File: src/hw/rtl/hcbd_pkg.sv
// ----------------------------------------------------------------------------
// hcbd_pkg
// Shared types and constants of the chunked body decoder: parse phases,
// failure codes, framing characters and the decoder state record.
// ----------------------------------------------------------------------------
`default_nettype none

package hcbd_pkg;

    localparam int LINE_CAP_DEFAULT = 128;

    // Largest size that may still take one more hex digit without overflow.
    localparam logic [31:0] SIZE_LIMIT = 32'h0FFF_FFFF;
    localparam logic [31:0] COUNT_MAX  = 32'hFFFF_FFFF;

    localparam logic [7:0] CH_CR    = 8'h0D;
    localparam logic [7:0] CH_LF    = 8'h0A;
    localparam logic [7:0] CH_SEMI  = 8'h3B;
    localparam logic [7:0] CH_SPACE = 8'h20;
    localparam logic [7:0] CH_TAB   = 8'h09;

    // Failure codes as reported on fail_code.
    localparam logic [2:0] FC_NONE   = 3'd0;
    localparam logic [2:0] FC_CR     = 3'd1;
    localparam logic [2:0] FC_LONG   = 3'd2;
    localparam logic [2:0] FC_NODIG  = 3'd3;
    localparam logic [2:0] FC_OVF    = 3'd4;
    localparam logic [2:0] FC_SUFFIX = 3'd5;
    localparam logic [2:0] FC_TERM   = 3'd6;

    typedef enum logic [8:0] {
        PH_SIZE     = 9'b0_0000_0001,
        PH_SIZE_CR  = 9'b0_0000_0010,
        PH_DATA     = 9'b0_0000_0100,
        PH_DEND     = 9'b0_0000_1000,
        PH_DEND_CR  = 9'b0_0001_0000,
        PH_TRAIL    = 9'b0_0010_0000,
        PH_TRAIL_CR = 9'b0_0100_0000,
        PH_DONE     = 9'b0_1000_0000,
        PH_FAIL     = 9'b1_0000_0000
    } phase_t;

    // Decoder state apart from the line length, whose width follows LINE_CAP.
    typedef struct packed {
        phase_t      phase;
        logic [31:0] size_accum;
        logic        digits_seen;
        logic        in_hex_run;
        logic [31:0] chunk_remaining;
        logic [31:0] body_count;
        logic [2:0]  error_latch;
        logic        unterminated_flag;
    } dec_state_t;

    // One result transaction.
    typedef struct packed {
        logic       data_valid;
        logic [7:0] data_byte;
        logic       body_complete;
        logic       unterminated;
        logic       failed;
        logic [2:0] fail_code;
        logic       ignored;
    } dec_result_t;

endpackage

`default_nettype wire

File: src/hw/rtl/hcbd_step.sv
// ----------------------------------------------------------------------------
// hcbd_step
// Next-state and result logic for one body byte of the chunked decoder.
// ----------------------------------------------------------------------------
`default_nettype none

module hcbd_step #(
    parameter int LINE_CAP = hcbd_pkg::LINE_CAP_DEFAULT,
    localparam int LEN_W   = $clog2(LINE_CAP)
) (
    input  wire hcbd_pkg::dec_state_t  cur,
    input  wire logic [LEN_W-1:0]      len_cur,
    input  wire logic [7:0]            in_byte,
    input  wire logic [31:0]           expected_length,
    output hcbd_pkg::dec_state_t       nxt,
    output logic [LEN_W-1:0]           len_next,
    output hcbd_pkg::dec_result_t      res
);

    logic             hex_ok;
    logic [3:0]       hex_val;
    logic             len_full;
    logic             size_end;
    logic             trail_end;
    logic             data_byte_seen;
    logic             ign;
    logic [2:0]       pend;
    logic [31:0]      count_inc;
    logic [31:0]      remain_dec;
    logic [LEN_W:0]   len_plus;

    always_comb
    begin
        hex_ok  = 1'b1;
        hex_val = 4'd0;
        if (in_byte >= 8'h30 && in_byte <= 8'h39)
            hex_val = 4'(in_byte - 8'h30);
        else if (in_byte >= 8'h61 && in_byte <= 8'h66)
            hex_val = 4'(in_byte - 8'h57);
        else if (in_byte >= 8'h41 && in_byte <= 8'h46)
            hex_val = 4'(in_byte - 8'h37);
        else
            hex_ok = 1'b0;
    end

    assign len_plus   = {1'b0, len_cur} + (LEN_W+1)'(1);
    assign len_full   = len_plus >= (LEN_W+1)'(LINE_CAP);
    assign count_inc  = (cur.body_count != hcbd_pkg::COUNT_MAX) ?
                        cur.body_count + 32'd1 : cur.body_count;
    assign remain_dec = (cur.chunk_remaining != 32'd0) ?
                        cur.chunk_remaining - 32'd1 : cur.chunk_remaining;

    always_comb
    begin
        nxt            = cur;
        len_next       = len_cur;
        size_end       = 1'b0;
        trail_end      = 1'b0;
        data_byte_seen = 1'b0;
        ign            = 1'b0;
        pend           = cur.error_latch;

        unique case (cur.phase)
            hcbd_pkg::PH_SIZE:
            begin
                if (in_byte == hcbd_pkg::CH_CR)
                    nxt.phase = hcbd_pkg::PH_SIZE_CR;
                else if (in_byte == hcbd_pkg::CH_LF)
                    size_end = 1'b1;
                else if (len_full)
                begin
                    nxt.error_latch = hcbd_pkg::FC_LONG;
                    nxt.phase       = hcbd_pkg::PH_FAIL;
                end
                else
                begin
                    len_next = len_plus[LEN_W-1:0];
                    if (cur.in_hex_run)
                    begin
                        if (hex_ok)
                        begin
                            // Once the size is too big for another digit, the
                            // rest of the line is only counted.
                            if (cur.size_accum > hcbd_pkg::SIZE_LIMIT)
                            begin
                                nxt.error_latch = hcbd_pkg::FC_OVF;
                                nxt.in_hex_run  = 1'b0;
                            end
                            else
                            begin
                                nxt.size_accum  = {cur.size_accum[27:0], hex_val};
                                nxt.digits_seen = 1'b1;
                            end
                        end
                        else
                        begin
                            nxt.in_hex_run = 1'b0;
                            if (!cur.digits_seen)
                                nxt.error_latch = hcbd_pkg::FC_NODIG;
                            else if (in_byte != hcbd_pkg::CH_SEMI &&
                                     in_byte != hcbd_pkg::CH_SPACE &&
                                     in_byte != hcbd_pkg::CH_TAB)
                                nxt.error_latch = hcbd_pkg::FC_SUFFIX;
                        end
                    end
                end
            end
            hcbd_pkg::PH_SIZE_CR:
            begin
                if (in_byte == hcbd_pkg::CH_LF)
                    size_end = 1'b1;
                else
                begin
                    nxt.error_latch = hcbd_pkg::FC_CR;
                    nxt.phase       = hcbd_pkg::PH_FAIL;
                end
            end
            hcbd_pkg::PH_DATA:
            begin
                data_byte_seen      = 1'b1;
                nxt.chunk_remaining = remain_dec;
                nxt.body_count      = count_inc;
                if (remain_dec == 32'd0)
                begin
                    if (expected_length != 32'd0 && count_inc >= expected_length)
                    begin
                        nxt.unterminated_flag = 1'b1;
                        nxt.phase             = hcbd_pkg::PH_DONE;
                    end
                    else
                        nxt.phase = hcbd_pkg::PH_DEND;
                end
            end
            hcbd_pkg::PH_DEND, hcbd_pkg::PH_DEND_CR:
            begin
                if (in_byte == hcbd_pkg::CH_LF)
                begin
                    nxt.size_accum  = 32'd0;
                    nxt.digits_seen = 1'b0;
                    nxt.in_hex_run  = 1'b1;
                    nxt.error_latch = hcbd_pkg::FC_NONE;
                    len_next        = '0;
                    nxt.phase       = hcbd_pkg::PH_SIZE;
                end
                else if (in_byte == hcbd_pkg::CH_CR && cur.phase == hcbd_pkg::PH_DEND)
                    nxt.phase = hcbd_pkg::PH_DEND_CR;
                else
                begin
                    nxt.error_latch = hcbd_pkg::FC_TERM;
                    nxt.phase       = hcbd_pkg::PH_FAIL;
                end
            end
            hcbd_pkg::PH_TRAIL:
            begin
                if (in_byte == hcbd_pkg::CH_CR)
                    nxt.phase = hcbd_pkg::PH_TRAIL_CR;
                else if (in_byte == hcbd_pkg::CH_LF)
                    trail_end = 1'b1;
                else if (len_full)
                begin
                    nxt.error_latch = hcbd_pkg::FC_LONG;
                    nxt.phase       = hcbd_pkg::PH_FAIL;
                end
                else
                    len_next = len_plus[LEN_W-1:0];
            end
            hcbd_pkg::PH_TRAIL_CR:
            begin
                if (in_byte == hcbd_pkg::CH_LF)
                begin
                    nxt.phase = hcbd_pkg::PH_TRAIL;
                    trail_end = 1'b1;
                end
                else
                begin
                    nxt.error_latch = hcbd_pkg::FC_CR;
                    nxt.phase       = hcbd_pkg::PH_FAIL;
                end
            end
            default:
                ign = 1'b1;
        endcase

        // End of a size line: a pending parse failure takes effect here.
        if (size_end)
        begin
            if (pend == hcbd_pkg::FC_NONE && !cur.digits_seen)
                pend = hcbd_pkg::FC_NODIG;
            if (pend != hcbd_pkg::FC_NONE)
            begin
                nxt.error_latch = pend;
                nxt.phase       = hcbd_pkg::PH_FAIL;
            end
            else if (cur.size_accum == 32'd0)
            begin
                len_next  = '0;
                nxt.phase = hcbd_pkg::PH_TRAIL;
            end
            else
            begin
                nxt.chunk_remaining = cur.size_accum;
                nxt.phase           = hcbd_pkg::PH_DATA;
            end
        end

        // An empty trailer line closes the body.
        if (trail_end)
        begin
            if (len_cur == '0)
                nxt.phase = hcbd_pkg::PH_DONE;
            else
                len_next = '0;
        end
    end

    always_comb
    begin
        res.data_valid    = data_byte_seen;
        res.data_byte     = data_byte_seen ? in_byte : 8'd0;
        res.body_complete = nxt.phase == hcbd_pkg::PH_DONE;
        res.unterminated  = (nxt.phase == hcbd_pkg::PH_DONE) && nxt.unterminated_flag;
        res.failed        = nxt.phase == hcbd_pkg::PH_FAIL;
        res.fail_code     = (nxt.phase == hcbd_pkg::PH_FAIL) ? nxt.error_latch :
                            hcbd_pkg::FC_NONE;
        res.ignored       = ign;
    end

endmodule

`default_nettype wire

File: src/hw/rtl/http_chunked_body_decoder_unit.sv
// A byte accepted into the input register moves on to the result register,
// which drives m_tvalid, as soon as that register is free to take it.
// Throughput: one byte per cycle while the receiver keeps taking results.
// Reset: rst_n clears the parse state, the expected length and both valid
// flags at once; the block accepts bytes as soon as reset is released.
// ----------------------------------------------------------------------------
// http_chunked_body_decoder_unit
// Chunked transfer body decoder: parses chunk-size lines, passes payload
// bytes through, checks data terminators and trailer lines.
// ----------------------------------------------------------------------------
`default_nettype none

module http_chunked_body_decoder_unit #(
    parameter int LINE_CAP = hcbd_pkg::LINE_CAP_DEFAULT
) (
    input  wire logic        clk,
    input  wire logic        rst_n,
    // Configuration: expected_length, written whenever cfg_wr_en is high.
    input  wire logic        cfg_wr_en,
    input  wire logic [31:0] cfg_wr_data,
    // Input stream. s_tdata: in_byte[7:0].
    input  wire logic        s_tvalid,
    output logic             s_tready,
    input  wire logic [7:0]  s_tdata,
    // Output stream. m_tuser: data_valid.
    // m_tdata: data_byte[7:0], body_complete[8], unterminated[9], failed[10],
    // fail_code[13:11], ignored[14], zero[15].
    output logic             m_tvalid,
    input  wire logic        m_tready,
    output logic [15:0]      m_tdata,
    output logic             m_tuser
);

    localparam int LEN_W = $clog2(LINE_CAP);

    logic                   in_valid_reg;
    logic [7:0]             in_byte_reg;
    logic                   out_valid_reg;
    hcbd_pkg::dec_result_t  out_reg;
    hcbd_pkg::dec_result_t  res_next;
    hcbd_pkg::dec_state_t   state_reg;
    hcbd_pkg::dec_state_t   state_next;
    logic [LEN_W-1:0]       len_reg;
    logic [LEN_W-1:0]       len_next;
    logic [31:0]            expected_length_reg;
    logic                   advance;

    // The held byte moves into the result register whenever that register is
    // empty or its transaction completes in this cycle. The input register
    // refills in the same cycle, so a full pipeline keeps one byte per cycle
    // flowing; a stalled output halts the input once the input register fills.
    assign advance  = in_valid_reg && (!out_valid_reg || m_tready);
    assign s_tready = !in_valid_reg || advance;

    hcbd_step #(
        .LINE_CAP (LINE_CAP)
    ) u_step (
        .cur             (state_reg),
        .len_cur         (len_reg),
        .in_byte         (in_byte_reg),
        .expected_length (expected_length_reg),
        .nxt             (state_next),
        .len_next        (len_next),
        .res             (res_next)
    );

    // Control state and parse state.
    always_ff @(posedge clk or negedge rst_n)
    begin
        if (!rst_n)
        begin
            in_valid_reg                  <= 1'b0;
            out_valid_reg                 <= 1'b0;
            expected_length_reg           <= 32'd0;
            len_reg                       <= '0;
            state_reg.phase               <= hcbd_pkg::PH_SIZE;
            state_reg.size_accum          <= 32'd0;
            state_reg.digits_seen         <= 1'b0;
            state_reg.in_hex_run          <= 1'b1;
            state_reg.chunk_remaining     <= 32'd0;
            state_reg.body_count          <= 32'd0;
            state_reg.error_latch         <= hcbd_pkg::FC_NONE;
            state_reg.unterminated_flag   <= 1'b0;
        end
        else
        begin
            if (cfg_wr_en)
                expected_length_reg <= cfg_wr_data;
            if (s_tready)
                in_valid_reg <= s_tvalid;
            if (advance)
            begin
                state_reg <= state_next;
                len_reg   <= len_next;
            end
            if (advance)
                out_valid_reg <= 1'b1;
            else if (m_tready)
                out_valid_reg <= 1'b0;
        end
    end

    // Payload registers carry no reset.
    always_ff @(posedge clk)
    begin
        if (s_tready && s_tvalid)
            in_byte_reg <= s_tdata;
        if (advance)
            out_reg <= res_next;
    end

    assign m_tvalid = out_valid_reg;
    assign m_tuser  = out_reg.data_valid;
    assign m_tdata  = {1'b0, out_reg.ignored, out_reg.fail_code, out_reg.failed,
                       out_reg.unterminated, out_reg.body_complete, out_reg.data_byte};

endmodule

`default_nettype wire

File: config.mk
export PLATFORM = sky130hd
export DESIGN_NAME = http_chunked_body_decoder_unit
export DESIGN_NICKNAME = d
export VERILOG_FILES = /design/src/hw/rtl/hcbd_pkg.sv /design/src/hw/rtl/hcbd_step.sv /design/src/hw/rtl/http_chunked_body_decoder_unit.sv
export SDC_FILE = /design/constraint.sdc
export NUM_CORES = 1
export LEC_CHECK = 0
export BUFFER_PORTS_ARGS = -buffer_cell sky130_fd_sc_hd__buf_2
export CAP_MARGIN = 10
export CORE_MARGIN = 5
export CORE_UTILIZATION = 60
export DETAILED_ROUTE_END_ITERATION = 12
export PLACE_DENSITY = 0.79
export RECOVER_POWER = 100
export SLEW_MARGIN = 20
export SYNTH_ARGS = -nofsm -noshare
export SYNTH_HDL_FRONTEND = slang
export SYNTH_SLANG_ARGS = --single-unit
File: constraint.sdc
create_clock -name clk -period 12.02 [get_ports clk]
set_input_delay 2.404 -clock clk [delete_from_list [all_inputs] [get_ports clk]]
set_output_delay 2.404 -clock clk [all_outputs]
set_load 0.02 [all_outputs]
# Word level (Yosys, flattened, before mapping)
# Index checks and enable logic that the tools add are counted.
[classes]
eq_ne = 22
order_cmp = 9
add_sub_neg = 6
mux = 78
n_reduce_logical = 32
[op_table]
columns = ["cell", "n"]
rows = [
  ["32-bit two-way mux", 5],
  ["34-bit two-way mux", 4],
  ["9-bit two-way mux", 13],
  ["34-bit case mux with 2 select lines", 1],
  ["33-bit two-way mux", 2],
  ["32-bit zero test", 2],
  ["64-bit two-way mux", 1],
  ["32-bit nonzero test", 2],
  ["7-bit two-way mux", 9],
  ["3-bit two-way mux", 18],
  ["9-bit case mux with 6 select lines", 1],
  ["43-bit two-way mux", 1],
  ["32-bit by 1-bit adder with 32-bit output (second input constant)", 1],
  ["32-bit >= comparator", 1],
  ["32-bit by 28-bit > comparator with 1-bit output (second input constant)", 1],
  ["32-bit inequality test (second input constant)", 1],
  ["32-bit by 1-bit subtractor with 32-bit output (second input constant)", 1],
  ["8-bit by 4-bit equality test with 1-bit output (second input constant)", 2],
  ["8-bit by 7-bit >= comparator with 1-bit output (second input constant)", 2],
  ["8-bit by 7-bit <= comparator with 1-bit output (second input constant)", 2],
  ["8-bit by 6-bit inequality test with 1-bit output (second input constant)", 2],
  ["1-bit two-way mux", 14],
  ["7-bit case mux with 2 select lines", 1],
  ["4-bit two-way mux", 3],
  ["other kinds (34)", 57],
]
[word_totals]
ff_bits = 176
word_cells = 167
output_inout_bits = 19

# Longest topological paths before layout
# Gate-level depths: netlist of run 1.
[logic_depth]
ltp_word = 17
mapped_depth = 19
mapped_depth_nobuf = 16

# By module
# A second synthesis of run 1 with hierarchy kept.
[unflattened]
cells_unflattened = 1247
area_unflattened_um2 = 12373.1
[by_module_without_submodules]
columns = ["module", "seq_area_each_um2", "cells_per_inst", "n_inst", "area_each_um2"]
rows = [
  ["http_chunked_body_decoder_unit", 4526.8, 352, 1, 6954.2],
  ["hcbd_step", 0.0, 895, 1, 5418.9],
]

# Worst setup path before layout of run 1
# OpenSTA, ideal clock, no wires.
[synth_path]
kind = "in2out"
start = "in m_tready"
end = "out s_tready"
path_slack_ns = 6.934
n_path_buf = 0
path_stages = 1
t_required_ns = 9.616
arrival_ns = 2.682
cell_sequence = "nand3b_1"
[synth_via]
elab_chain_len = 3
[synth_rtl]
columns = ["element", "line", "rtl"]
rows = [
  ["from (decl)", "http_chunked_body_decoder_unit.sv:29", "input wire logic m_tready,"],
  ["1-bit logical OR", "http_chunked_body_decoder_unit.sv:52", "assign advance = in_valid_reg && (!out_valid_reg || m_tready);"],
  ["1-bit logical AND", "http_chunked_body_decoder_unit.sv:52", ""],
  ["1-bit logical OR", "http_chunked_body_decoder_unit.sv:53", "assign s_tready = !in_valid_reg || advance;"],
  ["to (decl)", "http_chunked_body_decoder_unit.sv:23", "output logic s_tready,"],
]
# No other way between the ends.

# Final worst setup path of run 1
[layout_path]
start = "in m_tready"
end = "reg len_reg[1]"
[layout_via]
elab_chain_len = 2
[layout_rtl]
columns = ["element", "line", "rtl"]
rows = [
  ["1-bit logical OR", "http_chunked_body_decoder_unit.sv:52", ""],
  ["1-bit logical AND", "http_chunked_body_decoder_unit.sv:52", ""],
  ["to (signal assigned)", "http_chunked_body_decoder_unit.sv:94", "len_reg <= len_next;"],
  ["to (decl)", "http_chunked_body_decoder_unit.sv:43", "logic [LEN_W-1:0] len_reg;"],
]
# No other way between the ends.
# A chain may end at the register's enable or synchronous reset.

==> results of run 1 <==
[metal layers]
layer / vias up / wire length, microns / global-route usage [%] / share of wire [%]
met4: 0 / 629 / 10.1 / 2.4
li1: 4429 / - / - / -
met2: 389 / 12400 / 42.6 / 47
met1: 4381 / 11700 / 35.9 / 44
met5: - / 0 / 0 / 0
met3: 57 / 1980 / 4.96 / 7.4
[cell usage after synthesis, types with 3 or more instances]
cell       count  area share, %
nand2_1      109            3.8
inv_1         57            2.0
o21a_1         7           0.49
nand3_1       55            2.6
or3_1          9           0.52
nor3_1        23            1.1
a31oi_1        6           0.35
nor2_1       103            3.6
nor3_2         5           0.47
nand4b_1       3           0.24
nor2b_1        6           0.35
and2_1         9           0.52
o32ai_1        3           0.24
xor2_1        31            2.5
clkbuf_1      47            1.6
o31ai_1       13           0.91
a21boi_0       4           0.28
buf_2          7           0.33
edfxtp_1      24            6.7
dfrtp_1      150             35
xnor2_1       37            3.0
o22ai_1        7           0.41
a211oi_1       9           0.63
nand3b_1       6           0.42
and3_1        14           0.82
nor4_1        30            1.7
a21oi_1       74            3.4
mux2_2         4           0.42
buf_4          4           0.28
or2_2          8           0.47
nand4_1       34            2.0
nand2b_1      14           0.82
a31o_2         4           0.33
o22a_1         4           0.33
or4_1          7           0.49
a22o_1        40            3.3
o211ai_1       3           0.21
nor3b_1        3           0.21
o21ai_0       97            4.5
nor4b_1        7           0.57
and4_1         9           0.73
a2111oi_0      5           0.41
ha_1          40            4.7
a21o_1        11           0.77
[worst max-delay path by stage]
stage	from	to	slack (ns)	depth (start not counted)
after detailed placement	m_tready	s_tready	6.76	3
final	m_tready	len_reg[1]	5.59	9
after CTS	m_tready	s_tready	6.76	3
after global placement	m_tready	s_tready	6.77	3
after floorplan	m_tready	s_tready	6.93	1
after global routing	rst_n	state_reg[68]	4.98	3
[power breakdown]
| part | switching [uW] | internal, uW |
|---|---|---|
| Combinational | 133 | 71.9 |
| Clock | 244 | 289 |
| Sequential | 29.6 | 636 |
| Total | 406 | 997 |
[through the flow]
step | setup WS [ns] | cell area (sq um) | std cells | hold slack, ns
5_1_grt | 4.98 | 11700 | 1465 | 0.501
3_5_place_dp | 6.76 | 11100 | 1432 | 0.467
4_1_cts | 6.76 | 11700 | 1464 | 0.481
6_report | 5.59 | 11700 | 1465 | 0.477
2_1_floorplan | 6.93 | 10700 | 1195 | 0.435
3_3_place_gp | 6.77 | 11100 | 1432 | 0.454
[cell type report]
| class | count | area, sq um | area share, % |
|---|---|---|---|
| sequential | 176 | 4530 | 38.8 |
| multi-input combinational | 898 | 5730 | 49.0 |
| inverter | 59 | 221 | 1.90 |
| timing repair buffer | 71 | 358 | 3.06 |
| clock inverter | 14 | 130 | 1.11 |
| tap | 229 | 287 | 2.45 |
| clock buffer | 18 | 429 | 3.68 |
[worst register-to-register path, delay by kind of cell, from the launching register on]
kind            cells  cell delay, ns
compound gates      3            1.09
flops               1            0.52
simple gates        4            3.16
[kinds of logic (layout without fill, tap and decap cells)]
family / after synthesis / count (layout) / synth area share [%]
multiplexers: 5 / 5 / 0.513
other: 1 / 1 / 0.0349
buffers and inverters: 121 / 162 / 4.61
XOR/XNOR: 68 / 68 / 5.55
AO/OA/AOI/OAI: 316 / 316 / 19.4
AND/OR/NAND/NOR: 468 / 468 / 23.1
flip-flops: 176 / 176 / 42.2
adder cells (fa/ha/maj): 40 / 40 / 4.66
==> impl_metrics.env, run 1 <==
export IMPL_critPathSlowestCell="clkbuf_1"
export IMPL_synthFlopType="dfrtp_1"
export IMPL_end_kind="flop"
export IMPL_cts_resized=0
export IMPL_path_delay_family="buffers and inverters"
export IMPL_final_util_pct=65.7
export IMPL_grt_max_degree=78
export IMPL_place_gp_congestion=0.987
export IMPL_wire_per_inst_microns=18.2
export IMPL_io_pins=64
export IMPL_reg2reg_to="state_reg[89]"
export IMPL_hp_start="state_reg[0]"
export IMPL_synthesis_area_sq_um=10700
export IMPL_power_density_nw_per_um2=120
export IMPL_ctsHoldBuffers=0
export IMPL_rsz0062_at_grt="no"
export IMPL_fp_dieH_microns=144
export IMPL_nFillCells=1485
export IMPL_layout_nets=1308
export IMPL_yosys_warnings=0
export IMPL_p_total_uw=1400
export IMPL_critPathBufInv=4
export IMPL_drc=0
export IMPL_critPathMaxStageDelay_ns=2.38
export IMPL_violations="capacitance limit, slew limit"
export IMPL_worst_pin_slew_ns=4.14
export IMPL_status="finished, violations left"
export IMPL_clk_path_buf_depth=2
export IMPL_avgSynthCellArea_sq_um=8.99
export IMPL_hold_path_class="flop to flop"
export IMPL_start_util_pct=60.4
export IMPL_vdd_ir_drop_max_uv=106
export IMPL_worstPathCellList="buf_2 -> nand2b_1 -> nand2_1 -> clkbuf_1 -> clkinv_1 -> clkbuf_1 -> and3_1 -> nand2_1 -> o21ai_0"
export IMPL_async_flop_share_pct=86.4
export IMPL_ctsRootBufferMaster="clkbuf_16"
export IMPL_largest_register_ff_count=111
export IMPL_dieArea_sq_um=20700
export IMPL_rr_worst_depth=7
export IMPL_hold_viol=0
export IMPL_drt_iter0_markers=741
export IMPL_hold_path_depth=1
export IMPL_postCtsSetupBuffers=0
export IMPL_drv_slew=280
export IMPL_ys_seq_area_share_pct=42.2
export IMPL_cts_buffers=17
export IMPL_final_cell_mix="dfrtp_1, nand2_1, nor2_1"
export IMPL_arrival_ns=6.73
export IMPL_diodes=0
export IMPL_setup_viol=0
export IMPL_rrSetupSlack_ns=7.19
export IMPL_path_clk_slew_ns=0.07
export IMPL_fin_skew_ns=0.0130
export IMPL_p_leak_uw=0.00529
export IMPL_clk_latency_ns=0.43
export IMPL_antenna_found_initial=0
export IMPL_cap_violations=5
export IMPL_crit_path_start_kind="primary input"
export IMPL_synth_edf_count=24
export IMPL_layout_min_cycle_time_ns=6.43
export IMPL_coreArea_sq_um=17800
export IMPL_track_usage_pct=26.5
export IMPL_critical_path_class="primary input to flop"
export IMPL_dp_hpwl_microns=18600
export IMPL_hold_path_end="state_reg[0]"
export IMPL_grt_pass1_wl_microns=44100
export IMPL_synth_seq_cells=176
export IMPL_cts_tree="done"
export IMPL_grt_overflow=0
export IMPL_cts_sinks=176
export IMPL_cp_max_fo=68
export IMPL_relSlewSlack_pct=-176
export IMPL_wirelength_microns=26700
export IMPL_fin_crit_sh_pct=53.5
export IMPL_cp_required_ns=12.32
export IMPL_reg2reg_from="state_reg[108]"
export IMPL_chipWidth_microns=144
export IMPL_syn_inst=1195
export IMPL_portBuffers=62
export IMPL_drive_above_1_share_pct=9.55
export IMPL_setup_tns_ns=0
export IMPL_synth_fp_nets=1280
export IMPL_route_vias_total=9256
export IMPL_syn2layout_area_growth_pct=8.74
export IMPL_avgViaCountPerCell=6.32
export IMPL_drtAntennaViolNets=0
export IMPL_htreeDepth=4
export IMPL_num_rows=49
export IMPL_fmax_mhz=156
export IMPL_layout_commonest_cell="dfrtp_1"
export IMPL_first_pass_iters=5
export IMPL_grt_pass1_vias=8885
export IMPL_ys_types=85
(Power assumes the default switching activity.)
==> inputs of run 2 (changes only) <==
--- a/config.mk
+++ b/config.mk
@@ -8,9 +8,9 @@
 export BUFFER_PORTS_ARGS = -buffer_cell sky130_fd_sc_hd__buf_2
 export CAP_MARGIN = 10
 export CORE_MARGIN = 5
-export CORE_UTILIZATION = 60
+export CORE_UTILIZATION = 56
 export DETAILED_ROUTE_END_ITERATION = 12
-export PLACE_DENSITY = 0.79
+export PLACE_DENSITY = 0.77
 export RECOVER_POWER = 100
 export SLEW_MARGIN = 20
 export SYNTH_ARGS = -nofsm -noshare
==> constraint.sdc (replaced) <==
create_clock -name clk -period 5.5 [get_ports clk]
set_input_delay 1.1 -clock clk [delete_from_list [all_inputs] [get_ports clk]]
set_output_delay 1.1 -clock clk [all_outputs]
set_load 0.02 [all_outputs]
==> run 2 against run 1 <==
Effect of this change: the run still ends with capacitance limit, slew limit left; worst setup slack got worse by 4.8 ns; wire length increased by 1.9%; count of clock-buffer cells in the layout grew 5; global-route usage down 1.6 points; sequential share of layout area up 0.12 points; power rose by 120%; utilization shrank 3.7 points; sequential cell count stayed put; largest cell class unchanged.
==> impl_metrics.env, run 2 (synthesis results as in run 1) <==
export IMPL_status="finished, violations left"
export IMPL_violations="capacitance limit, slew limit"
export IMPL_drt_iter0_markers=778
export IMPL_critPathSlowestCell="or4_1"
export IMPL_rsz0062_at_grt="no"
export IMPL_avgViaCountPerCell=6.31
export IMPL_cp_max_fo=10
export IMPL_grt_pass1_wl_microns=44900
export IMPL_layout_commonest_cell="dfrtp_1"
export IMPL_diodes=0
export IMPL_rr_worst_depth=16
export IMPL_hold_viol=0
export IMPL_dp_hpwl_microns=19300
export IMPL_p_seq_share_pct=48.0
export IMPL_clk_path_buf_depth=2
export IMPL_track_usage_pct=24.9
export IMPL_postCtsSetupBuffers=0
export IMPL_coreArea_sq_um=18800
export IMPL_path_clk_slew_ns=0.06
export IMPL_critPathMaxStageDelay_ns=0.68
export IMPL_reg2reg_from="state_reg[10]"
export IMPL_ctsRootBufferMaster="clkbuf_16"
export IMPL_largest_register_ff_count=111
export IMPL_grt_max_degree=80
export IMPL_chipWidth_microns=148
export IMPL_cts_tree="done"
export IMPL_start_util_pct=57.2
export IMPL_drtAntennaViolNets=0
export IMPL_setup_tns_ns=0
export IMPL_grt_overflow=0
export IMPL_sw_frac_of_total_pct=28.4
export IMPL_fin_skew_ns=0.0108
export IMPL_crit_start="state_reg[10]"
export IMPL_power_share_clock_pct=37.5
export IMPL_worstPathCellList="nand2_1 -> or3_1 -> or4_1 -> nand4_1 -> nor2_1 -> clkbuf_1 -> nand2_1 -> nor2_1 -> xor2_1 -> ha_1 -> nand4_1 -> nor4_1 -> o21ai_0 -> nor3_1 -> o2111ai_4 -> a221oi_1"
export IMPL_layout_min_cycle_time_ns=4.71
export IMPL_htreeDepth=4
export IMPL_end_kind="flop"
export IMPL_portBuffers=62
export IMPL_io_pins=64
export IMPL_wirelength_microns=27200
export IMPL_first_pass_iters=5
export IMPL_multi_input_area_sq_um=5700
export IMPL_route_vias_total=9286
export IMPL_cp_required_ns=5.73
export IMPL_clk_latency_ns=0.44
export IMPL_rrSetupSlack_ns=0.79
export IMPL_cts_resized=0
export IMPL_seqCellArea_sq_um=4530
export IMPL_drive_above_1_share_pct=8.97
export IMPL_p_int_uw=2170
export IMPL_fp_dieH_microns=148
export IMPL_power_density_nw_per_um2=260
export IMPL_reg2reg_to="m_tdata[9]"
export IMPL_vdd_ir_drop_max_uv=195
export IMPL_p_comb_share_pct=14.6
export IMPL_hold_path_class="flop to flop"
export IMPL_drv_slew=141
export IMPL_hold_path_end="state_reg[0]"
export IMPL_nFillCells=1608
export IMPL_cts_sinks=176
export IMPL_p_leak_uw=0.00528
export IMPL_syn2layout_area_growth_pct=8.40
export IMPL_arrival_ns=4.95
export IMPL_stdcell_area_sq_um=11600
export IMPL_relSlewSlack_pct=-50.0
export IMPL_path_delay_family="simple AND/OR/NAND/NOR gates"
export IMPL_grt_pass1_vias=8840
export IMPL_place_gp_congestion=0.952
export IMPL_crit_path_start_kind="flop"
export IMPL_antenna_found_initial=0
export IMPL_final_cell_mix="dfrtp_1, nand2_1, nor2_1"
export IMPL_num_rows=50
export IMPL_critPathBufInv=1
export IMPL_ctsHoldBuffers=0
export IMPL_cts_buffers=17
export IMPL_setup_viol=0
export IMPL_fin_crit_sh_pct=85.7
export IMPL_placed_cell_area_sq_um=11200
export IMPL_worst_pin_slew_ns=2.25
export IMPL_cap_violations=3
export IMPL_final_util_pct=62.0
export IMPL_hp_start="state_reg[0]"
export IMPL_drc=0
export IMPL_wire_per_inst_microns=18.5
export IMPL_fmax_mhz=212
export IMPL_layout_nets=1311
export IMPL_hold_path_depth=1
export IMPL_critical_path_class="flop to flop"
export IMPL_dieArea_sq_um=22000
export IMPL_switchingPower_uw=861
export IMPL_p_total_uw=3030
[run 2: cell count changes in the layout (fill, tap and decap cells not counted), sizes merged]
cell | previous run | this run
inv | 64 | 60
bufinv | 1 | 0
clkbuf | 42 | 51
clkinv | 7 | 6
buf | 47 | 46
[run 2: worst max path at each step]
| stage | cells after the start | end |
|---|---|---|
| global placement | 16 | m_tdata[9] |
| global route | 16 | m_tdata[9] |
| CTS | 16 | m_tdata[9] |
| detailed placement | 16 | m_tdata[9] |
| floorplan | 15 | m_tdata[9] |
| finish | 16 | m_tdata[9] |
[run 2: cell type report]
type,instances,area share (%)
multi-input combinational,898,49.0
sequential,176,38.9
clock buffer,23,4.20
timing repair buffer,74,3.03
tap,234,2.52
inverter,59,1.90
clock inverter,8,0.473
[run 2: stage by stage]
| step | worst slack (ns) | cells | hold slack, ns |
|---|---|---|---|
| floorplan | 1.40 | 1195 | 0.435 |
| global placement | 1.09 | 1441 | 0.455 |
| detailed placement | 0.912 | 1441 | 0.453 |
| CTS | 0.882 | 1472 | 0.467 |
| global route | 0.532 | 1472 | 0.474 |
| finish | 0.789 | 1472 | 0.474 |
[run 2: power by group through the flow]
| stage | combinational, uW | sequential [uW] | clock [uW] |
|---|---|---|---|
| 6_report | 441 | 1450 | 1140 |
| 4_1_cts | 446 | 1450 | 1150 |
| 3_5_place_dp | 444 | 1480 | 0 |
| 2_1_floorplan | 297 | 1470 | 0 |
| 3_3_place_gp | 439 | 1470 | 0 |
| 5_1_grt | 493 | 1460 | 1220 |
[run 2: per-layer routing]
layer	routed length [microns]	global-route usage [%]	part of all wire (%)	vias to the layer above
li1	-	-	-	4428
met1	12000	34.5	44	4467
met2	12700	39.3	47	326
met3	1570	4.60	5.8	65
met4	869	8.78	3.2	0
met5	0	0	0	-
